==> src/rtl/ffa_pkg.sv <==
// ----------------------------------------------------------------------------
// ffa_pkg
// Shared types and constants for the first-fit arena allocator.
// ----------------------------------------------------------------------------
package ffa_pkg;

  localparam int STORE_DEPTH   = 4096;
  localparam int ADDR_W        = 12;
  localparam int HDR_W         = 13;
  localparam int SIZE_W        = 13;
  localparam int ARENA_DEFAULT = 4096;

  // header layout: {used, next offset}
  localparam int HDR_USED_BIT = 12;

  localparam logic KIND_ALLOC = 1'b0;
  localparam logic KIND_FREE  = 1'b1;

  typedef enum logic [2:0] {
    ST_OK           = 3'd0,
    ST_BAD_SIZE     = 3'd1,
    ST_NO_SPACE     = 3'd2,
    ST_OUT_OF_RANGE = 3'd3,
    ST_NOT_FREEABLE = 3'd4
  } status_t;

  typedef struct packed {
    logic              rd_en;
    logic [ADDR_W-1:0] rd_addr;
    logic              wr_en;
    logic [ADDR_W-1:0] wr_addr;
    logic [HDR_W-1:0]  wr_data;
  } mem_req_t;

  typedef struct packed {
    logic [ADDR_W-1:0] granted;
    status_t           status;
  } result_t;

endpackage

==> src/rtl/ffa_ctrl.sv <==
// ----------------------------------------------------------------------------
// ffa_ctrl
// Chain walker: reads one header per cycle, decides allocate / free, and
// writes back up to two headers before posting the result.
// ----------------------------------------------------------------------------
module ffa_ctrl #(
  parameter int ARENA_BYTES = ffa_pkg::ARENA_DEFAULT
) (
  input  logic                             clk,
  input  logic                             rst,
  input  logic                             s_tvalid,
  output logic                             s_tready,
  input  logic                             kind,
  input  logic [ffa_pkg::SIZE_W-1:0]       request_size,
  input  logic [ffa_pkg::SIZE_W-1:0]       payload_offset,
  input  logic                             out_free,
  output logic                             res_valid,
  output ffa_pkg::result_t                 res,
  output ffa_pkg::mem_req_t                req,
  input  logic [ffa_pkg::HDR_W-1:0]        rd_data
);
  import ffa_pkg::*;

  localparam int          STEP_W  = $clog2(ARENA_BYTES);
  localparam logic [13:0] ARENA_L = 14'(ARENA_BYTES);
  localparam logic [STEP_W-1:0] STEP_LAST = STEP_W'(ARENA_BYTES - 1);

  typedef enum logic [2:0] {IDLE, EVAL, FNXT, WR2, RESP} state_t;

  state_t             state;
  logic               kind_q;
  logic [SIZE_W-1:0]  size_q;
  logic [ADDR_W-1:0]  target;
  logic [ADDR_W-1:0]  cur;
  logic [ADDR_W-1:0]  prev;
  logic               prev_used;
  logic [ADDR_W-1:0]  link;
  logic [STEP_W-1:0]  steps;
  logic [ADDR_W-1:0]  wr2_addr;
  logic [HDR_W-1:0]   wr2_data;
  logic [ADDR_W-1:0]  res_grant;
  status_t            res_status;

  // header fields of the entry just read
  logic               used;
  logic [ADDR_W-1:0]  nxt;
  logic [13:0]        span;
  logic [ADDR_W-1:0]  split_at;
  logic [ADDR_W-1:0]  merged;

  // decision in EVAL / FNXT
  logic               ev_done;
  status_t            ev_status;
  logic               ev_wr2;
  logic [ADDR_W-1:0]  ev_wr2_addr;
  logic [HDR_W-1:0]   ev_wr2_data;
  logic               ev_adv;
  logic               ev_fnxt;
  logic               in_bad;

  assign used     = rd_data[HDR_USED_BIT];
  assign nxt      = rd_data[ADDR_W-1:0];
  assign span     = 14'(cur) + 14'(size_q);
  assign split_at = ADDR_W'(span + 14'd2);
  assign merged   = used ? link : nxt;

  assign in_bad = (kind == KIND_ALLOC) ?
                  (request_size == '0 || 14'(request_size) > ARENA_L - 14'd2) :
                  (payload_offset < 13'd2 || 14'(payload_offset) >= ARENA_L);

  always_comb begin
    req         = '0;
    ev_done     = 1'b0;
    ev_status   = ST_OK;
    ev_wr2      = 1'b0;
    ev_wr2_addr = '0;
    ev_wr2_data = '0;
    ev_adv      = 1'b0;
    ev_fnxt     = 1'b0;
    case (state)
      IDLE: begin
        req.rd_en   = s_tvalid && !in_bad;
        req.rd_addr = '0;
      end
      EVAL: begin
        if (kind_q == KIND_ALLOC) begin
          if (cur == '0 && rd_data == '0) begin
            // unformatted (or fully freed) arena
            ev_done     = 1'b1;
            req.wr_en   = 1'b1;
            req.wr_addr = '0;
            if (14'(size_q) + 14'd4 < ARENA_L) begin
              req.wr_data = {1'b1, ADDR_W'(14'(size_q) + 14'd2)};
              ev_wr2      = 1'b1;
              ev_wr2_addr = ADDR_W'(14'(size_q) + 14'd2);
            end else begin
              req.wr_data = {1'b1, {ADDR_W{1'b0}}};
            end
          end else if (!used && nxt == '0 && span + 14'd3 < ARENA_L) begin
            ev_done     = 1'b1;
            req.wr_en   = 1'b1;
            req.wr_addr = cur;
            req.wr_data = {1'b1, split_at};
            ev_wr2      = 1'b1;
            ev_wr2_addr = split_at;
          end else if (!used && nxt == '0 && span + 14'd1 < ARENA_L) begin
            ev_done     = 1'b1;
            req.wr_en   = 1'b1;
            req.wr_addr = cur;
            req.wr_data = {1'b1, {ADDR_W{1'b0}}};
          end else if (!used && nxt != '0 && span + 14'd4 < 14'(nxt)) begin
            ev_done     = 1'b1;
            req.wr_en   = 1'b1;
            req.wr_addr = cur;
            req.wr_data = {1'b1, split_at};
            ev_wr2      = 1'b1;
            ev_wr2_addr = split_at;
            ev_wr2_data = {1'b0, nxt};
          end else if (!used && nxt != '0 && span + 14'd1 < 14'(nxt)) begin
            ev_done     = 1'b1;
            req.wr_en   = 1'b1;
            req.wr_addr = cur;
            req.wr_data = {1'b1, nxt};
          end else if (nxt == '0 || steps == STEP_LAST) begin
            ev_done   = 1'b1;
            ev_status = ST_NO_SPACE;
          end else begin
            ev_adv      = 1'b1;
            req.rd_en   = 1'b1;
            req.rd_addr = nxt;
          end
        end else begin
          if (cur == target) begin
            if (!used) begin
              ev_done   = 1'b1;
              ev_status = ST_NOT_FREEABLE;
            end else if (nxt != '0) begin
              // need the next header to decide on a forward merge
              ev_fnxt     = 1'b1;
              req.rd_en   = 1'b1;
              req.rd_addr = nxt;
            end else begin
              ev_done     = 1'b1;
              req.wr_en   = 1'b1;
              req.wr_addr = cur;
              req.wr_data = '0;
              ev_wr2      = !prev_used;
              ev_wr2_addr = prev;
            end
          end else if (nxt == '0 || steps == STEP_LAST) begin
            ev_done   = 1'b1;
            ev_status = ST_NOT_FREEABLE;
          end else begin
            ev_adv      = 1'b1;
            req.rd_en   = 1'b1;
            req.rd_addr = nxt;
          end
        end
      end
      FNXT: begin
        ev_done     = 1'b1;
        req.wr_en   = 1'b1;
        req.wr_addr = cur;
        req.wr_data = {1'b0, merged};
        ev_wr2      = !prev_used;
        ev_wr2_addr = prev;
        ev_wr2_data = {1'b0, merged};
      end
      WR2: begin
        req.wr_en   = 1'b1;
        req.wr_addr = wr2_addr;
        req.wr_data = wr2_data;
      end
      default: ;
    endcase
  end

  always_ff @(posedge clk) begin
    if (rst) begin
      state <= IDLE;
    end else begin
      case (state)
        IDLE: begin
          if (s_tvalid) begin
            kind_q     <= kind;
            size_q     <= request_size;
            target     <= ADDR_W'(payload_offset - 13'd2);
            cur        <= '0;
            prev       <= '0;
            prev_used  <= 1'b1;
            steps      <= '0;
            res_grant  <= '0;
            res_status <= in_bad ?
                          ((kind == KIND_ALLOC) ? ST_BAD_SIZE : ST_OUT_OF_RANGE) :
                          ST_OK;
            state      <= in_bad ? RESP : EVAL;
          end
        end
        EVAL: begin
          wr2_addr <= ev_wr2_addr;
          wr2_data <= ev_wr2_data;
          if (ev_adv) begin
            prev      <= cur;
            prev_used <= used;
            cur       <= nxt;
            steps     <= steps + STEP_W'(1);
          end else if (ev_fnxt) begin
            link  <= nxt;
            state <= FNXT;
          end else if (ev_done) begin
            res_status <= ev_status;
            if (kind_q == KIND_ALLOC && ev_status == ST_OK) begin
              res_grant <= cur + 12'd2;
            end
            state <= ev_wr2 ? WR2 : RESP;
          end
        end
        FNXT: begin
          wr2_addr <= ev_wr2_addr;
          wr2_data <= ev_wr2_data;
          state    <= ev_wr2 ? WR2 : RESP;
        end
        WR2: begin
          state <= RESP;
        end
        RESP: begin
          if (out_free) begin
            state <= IDLE;
          end
        end
        default: state <= IDLE;
      endcase
    end
  end

  assign s_tready    = (state == IDLE);
  assign res_valid   = (state == RESP) && out_free;
  assign res.granted = res_grant;
  assign res.status  = res_status;

  a_no_rw_overlap: assert property (@(posedge clk) disable iff (rst)
    !(req.rd_en && req.wr_en))
    else $error("header read and write issued together");

  a_accept_leaves_idle: assert property (@(posedge clk) disable iff (rst)
    (state == IDLE && s_tvalid) |=> (state == EVAL || state == RESP))
    else $error("accepted item did not start");

  a_error_zero_grant: assert property (@(posedge clk) disable iff (rst)
    (res_valid && res.status != ST_OK) |-> (res.granted == '0))
    else $error("error result carries an offset");

  a_wr2_after_wr: assert property (@(posedge clk) disable iff (rst)
    (state == WR2) |-> $past(req.wr_en))
    else $error("second header write without first");

endmodule

==> config.mk <==
export PLATFORM = sky130hd
export DESIGN_NAME = ffa_ctrl
export DESIGN_NICKNAME = d
export VERILOG_FILES = /design/src/rtl/ffa_pkg.sv /design/src/rtl/ffa_ctrl.sv
export SDC_FILE = /design/constraint.sdc
export NUM_CORES = 1
export LEC_CHECK = 0
export ABC_AREA = 1
export BUFFER_PORTS_ARGS = -buffer_cell sky130_fd_sc_hd__buf_2
export CAP_MARGIN = 20
export CELL_PAD_IN_SITES_DETAIL_PLACEMENT = 1
export CELL_PAD_IN_SITES_GLOBAL_PLACEMENT = 1
export CORE_MARGIN = 3
export CORE_UTILIZATION = 40
export DETAILED_ROUTE_END_ITERATION = 16
export MAX_ROUTING_LAYER = met4
export PLACE_DENSITY = 0.8
export SYNTH_ARGS = -nofsm -noshare
export SYNTH_HDL_FRONTEND = slang
export SYNTH_SLANG_ARGS = --single-unit
==> constraint.sdc <==
create_clock -name clk -period 14.3 [get_ports clk]
set_clock_uncertainty 0.2 [all_clocks]
set_input_delay 1.43 -clock clk [delete_from_list [all_inputs] [get_ports clk]]
set_output_delay 1.43 -clock clk [all_outputs]
set_load 0.01 [all_outputs]
==> metrics <==
run status=completed; drt first pass iters=5; Initial Utilization=41.4%; Req. time, crit path=12.67 ns; Setup violations, final=0; area growth from synthesis to layout=15.7%; Worst-Skew Late Latency=0.43 ns; max-slew violations=0; antenna-violating nets left=0; Fmax=0.139 GHz; initial antenna violation count=0; PostCTS Resize Cnt=0; critical path type=reg -> out; routed vias=8534; Port-buffer cells=99; final instance area=0.0103 mm^2; Post-Place Cell Area=0.00964 mm^2; IO Count=100; final non-filler cell total=1508; post-synth net total=1215; n_diodes=0; commonest non-fill, non-tap cell in the layout=nand2_1; post-synthesis sequential area ratio=39.3%; crit-path leading delay family=simple AND/OR/NAND/NOR gates; EDFF count, synth=114; Pwr Density=173 mW/mm^2; YS warnings=0; asr flop ratio synth=0%; overall routing resource usage=27.2%; mapped cell area=0.00886 mm^2; most frequent cells in the layout=nand2_1, inv_1, edfxtp_1; Via density=5.66; CP Buf/Inv Count=6; layout cells sized above 1=17.9%; Core ar.=0.0214 mm^2; worst ir drop on vdd=0.0986 mV; DP Cell Count=1475; Period Utilization, post-route=50.2%; cts hold-fix bufs=0; Post-layout nets=1309; gpl congestion=0.939; synthesis-stage register bit count=117; DP Wirelength=23.8 mm; crit-path max cell delay=0.49 ns; synthesized area per cell=7.86 um^2; die area=0.0240 mm^2; most used cell, CP=inv_1; Max-Slew Margin vs Limit=35.4%; max_cap viols=0; Worst Tran Pin Value=0.965 ns; die height=155 um; Netlist cell types=50; min Tclk post-route=7.18 ns; vias in the first global route=8690; CTS Buf Count=17; sum of negative setup slack=0 ns; Leak=4.58 nW; CP Data Arrival Time=5.55 ns; clk sinks=117; first-pass GRT wire length=49.3 mm; DRT iter0 DRCs=604; Die W=155 um; worst-path maximum fanout=18; DRC errors left=0; Post-Syn Instances=1127; CTS tree=yes; final core occ=47.9%; Wirelength per Cell=20.9 um; Reg clk slew, reported paths=0.06 ns; crit end category=output port; Worst path slowest cell=edfxtp_1; Post-CTS Setup Bufs=0; largest net degree at the start of global routing=34; unrepaired setup endpoints after global routing=false; num rows=53; dominant synthesized flop cell=edfxtp_1; CP startpoint kind=flip-flop; root buf cell=clkbuf_16; clk buf depth=2; Final Hold Vio Count=0; Min-Delay Path Class=reg -> reg; routed wire length=31.5 mm; htree depth=4; GRT overflow=0
==> sequential cells by signal, summed over array words and instances (netlist names), 3 cells and up <==
name / count
steps: 12
res_grant: 12
link: 12
cur: 12
prev: 12
size_q: 13
target: 12
state: 3
wr2_data: 12
res_status: 3
wr2_addr: 12
==> kinds of logic (layout without fill, tap and decap cells) <==
family,after synthesis,in the layout,share of synthesized area (%)
AND/OR/NAND/NOR,539,539,27.6
AO/OA/AOI/OAI,200,200,14.3
buffers and inverters,184,290,8.19
flip-flops,117,117,39.3
adder cells (fa/ha/maj),44,44,6.30
XOR/XNOR,43,43,4.25
==> stage by stage <==
step / setup WS, ns / power (W) / hold WS, ns
6_report: 7.12 / 0.00177 / 0.400
3_3_place_gp: 7.81 / 0.00129 / 0.367
3_5_place_dp: 7.69 / 0.00132 / 0.388
2_1_floorplan: 7.41 / 0.00106 / 0.335
4_1_cts: 7.19 / 0.00176 / 0.405
5_1_grt: 6.66 / 0.00188 / 0.425
==> power breakdown <==
part | internal (W) | switching, W | total (W)
clock | 0.000288 | 0.000156 | 0.000444
sequential | 0.000463 | 0.0000584 | 0.000522
combinational | 0.000248 | 0.000555 | 0.000803
==> cell type report <==
class / instances / area (um^2)
clock inverters: 11 / 159
multi-input cells: 826 / 4680
inverters: 148 / 563
flip-flops and latches: 117 / 3480
well taps: 275 / 344
repair buffers: 111 / 592
fillers: 2688 / 11200
clock buffers: 20 / 437
==> routing by layer <==
metal  vias up  track usage [%]  routed length (um)
met5         -                -                   0
met4         0             5.17                 364
met3        30             5.51                2120
met2       311             43.7               14900
met1      4163             36.3               14100
li1       4030                -                   -
==> path summary, 6_finish.rpt <==
path | from | to | slack [ns] | depth (start not counted)
max | cur[0] | req[12] | 7.12 | 25
min | prev[9] | wr2_addr[9] | 0.40 | 2
max reg2reg | cur[0] | steps[1] | 8.23 | 22
min reg2reg | prev[9] | wr2_addr[9] | 0.40 | 2
==> worst register-to-register path: stages (launching register included) <==
cell and delay (ns):
edfxtp_1 0.49, ha_1 0.29, fa_1 0.46, xor2_1 0.46
ha_1 0.33, nand2_1 0.08, nor2_1 0.24, nand2_1 0.11
xor2_1 0.19, o21ai_0 0.18, inv_1 0.06, ha_1 0.30
nand2_1 0.09, nor2_1 0.14, a211oi_1 0.06, a21oi_1 0.15
nor2_1 0.08, nand3_4 0.13, nand3_2 0.09, nand2_2 0.11
nand3_2 0.15, a211oi_4 0.85, buf_4 0.47
==> cell usage after synthesis, drive strengths merged, types with 5 or more instances <==
library cell | count | share of area [%]
clkbuf | 31 | 1.3
o221ai | 5 | 0.49
nand2 | 270 | 12
o31ai | 13 | 1.1
ha | 43 | 6.1
nor2 | 116 | 5.3
nand4 | 20 | 1.4
xnor2 | 9 | 0.89
o21ai | 75 | 4.3
nor4 | 12 | 0.85
xor2 | 34 | 3.4
o211ai | 18 | 2.4
nor3 | 28 | 1.7
buf | 5 | 0.52
inv | 147 | 6.3
edfxtp | 114 | 39
nand3 | 85 | 5.4
a31oi | 17 | 1.2
a21oi | 63 | 4.2
(Power assumes the default switching activity.)
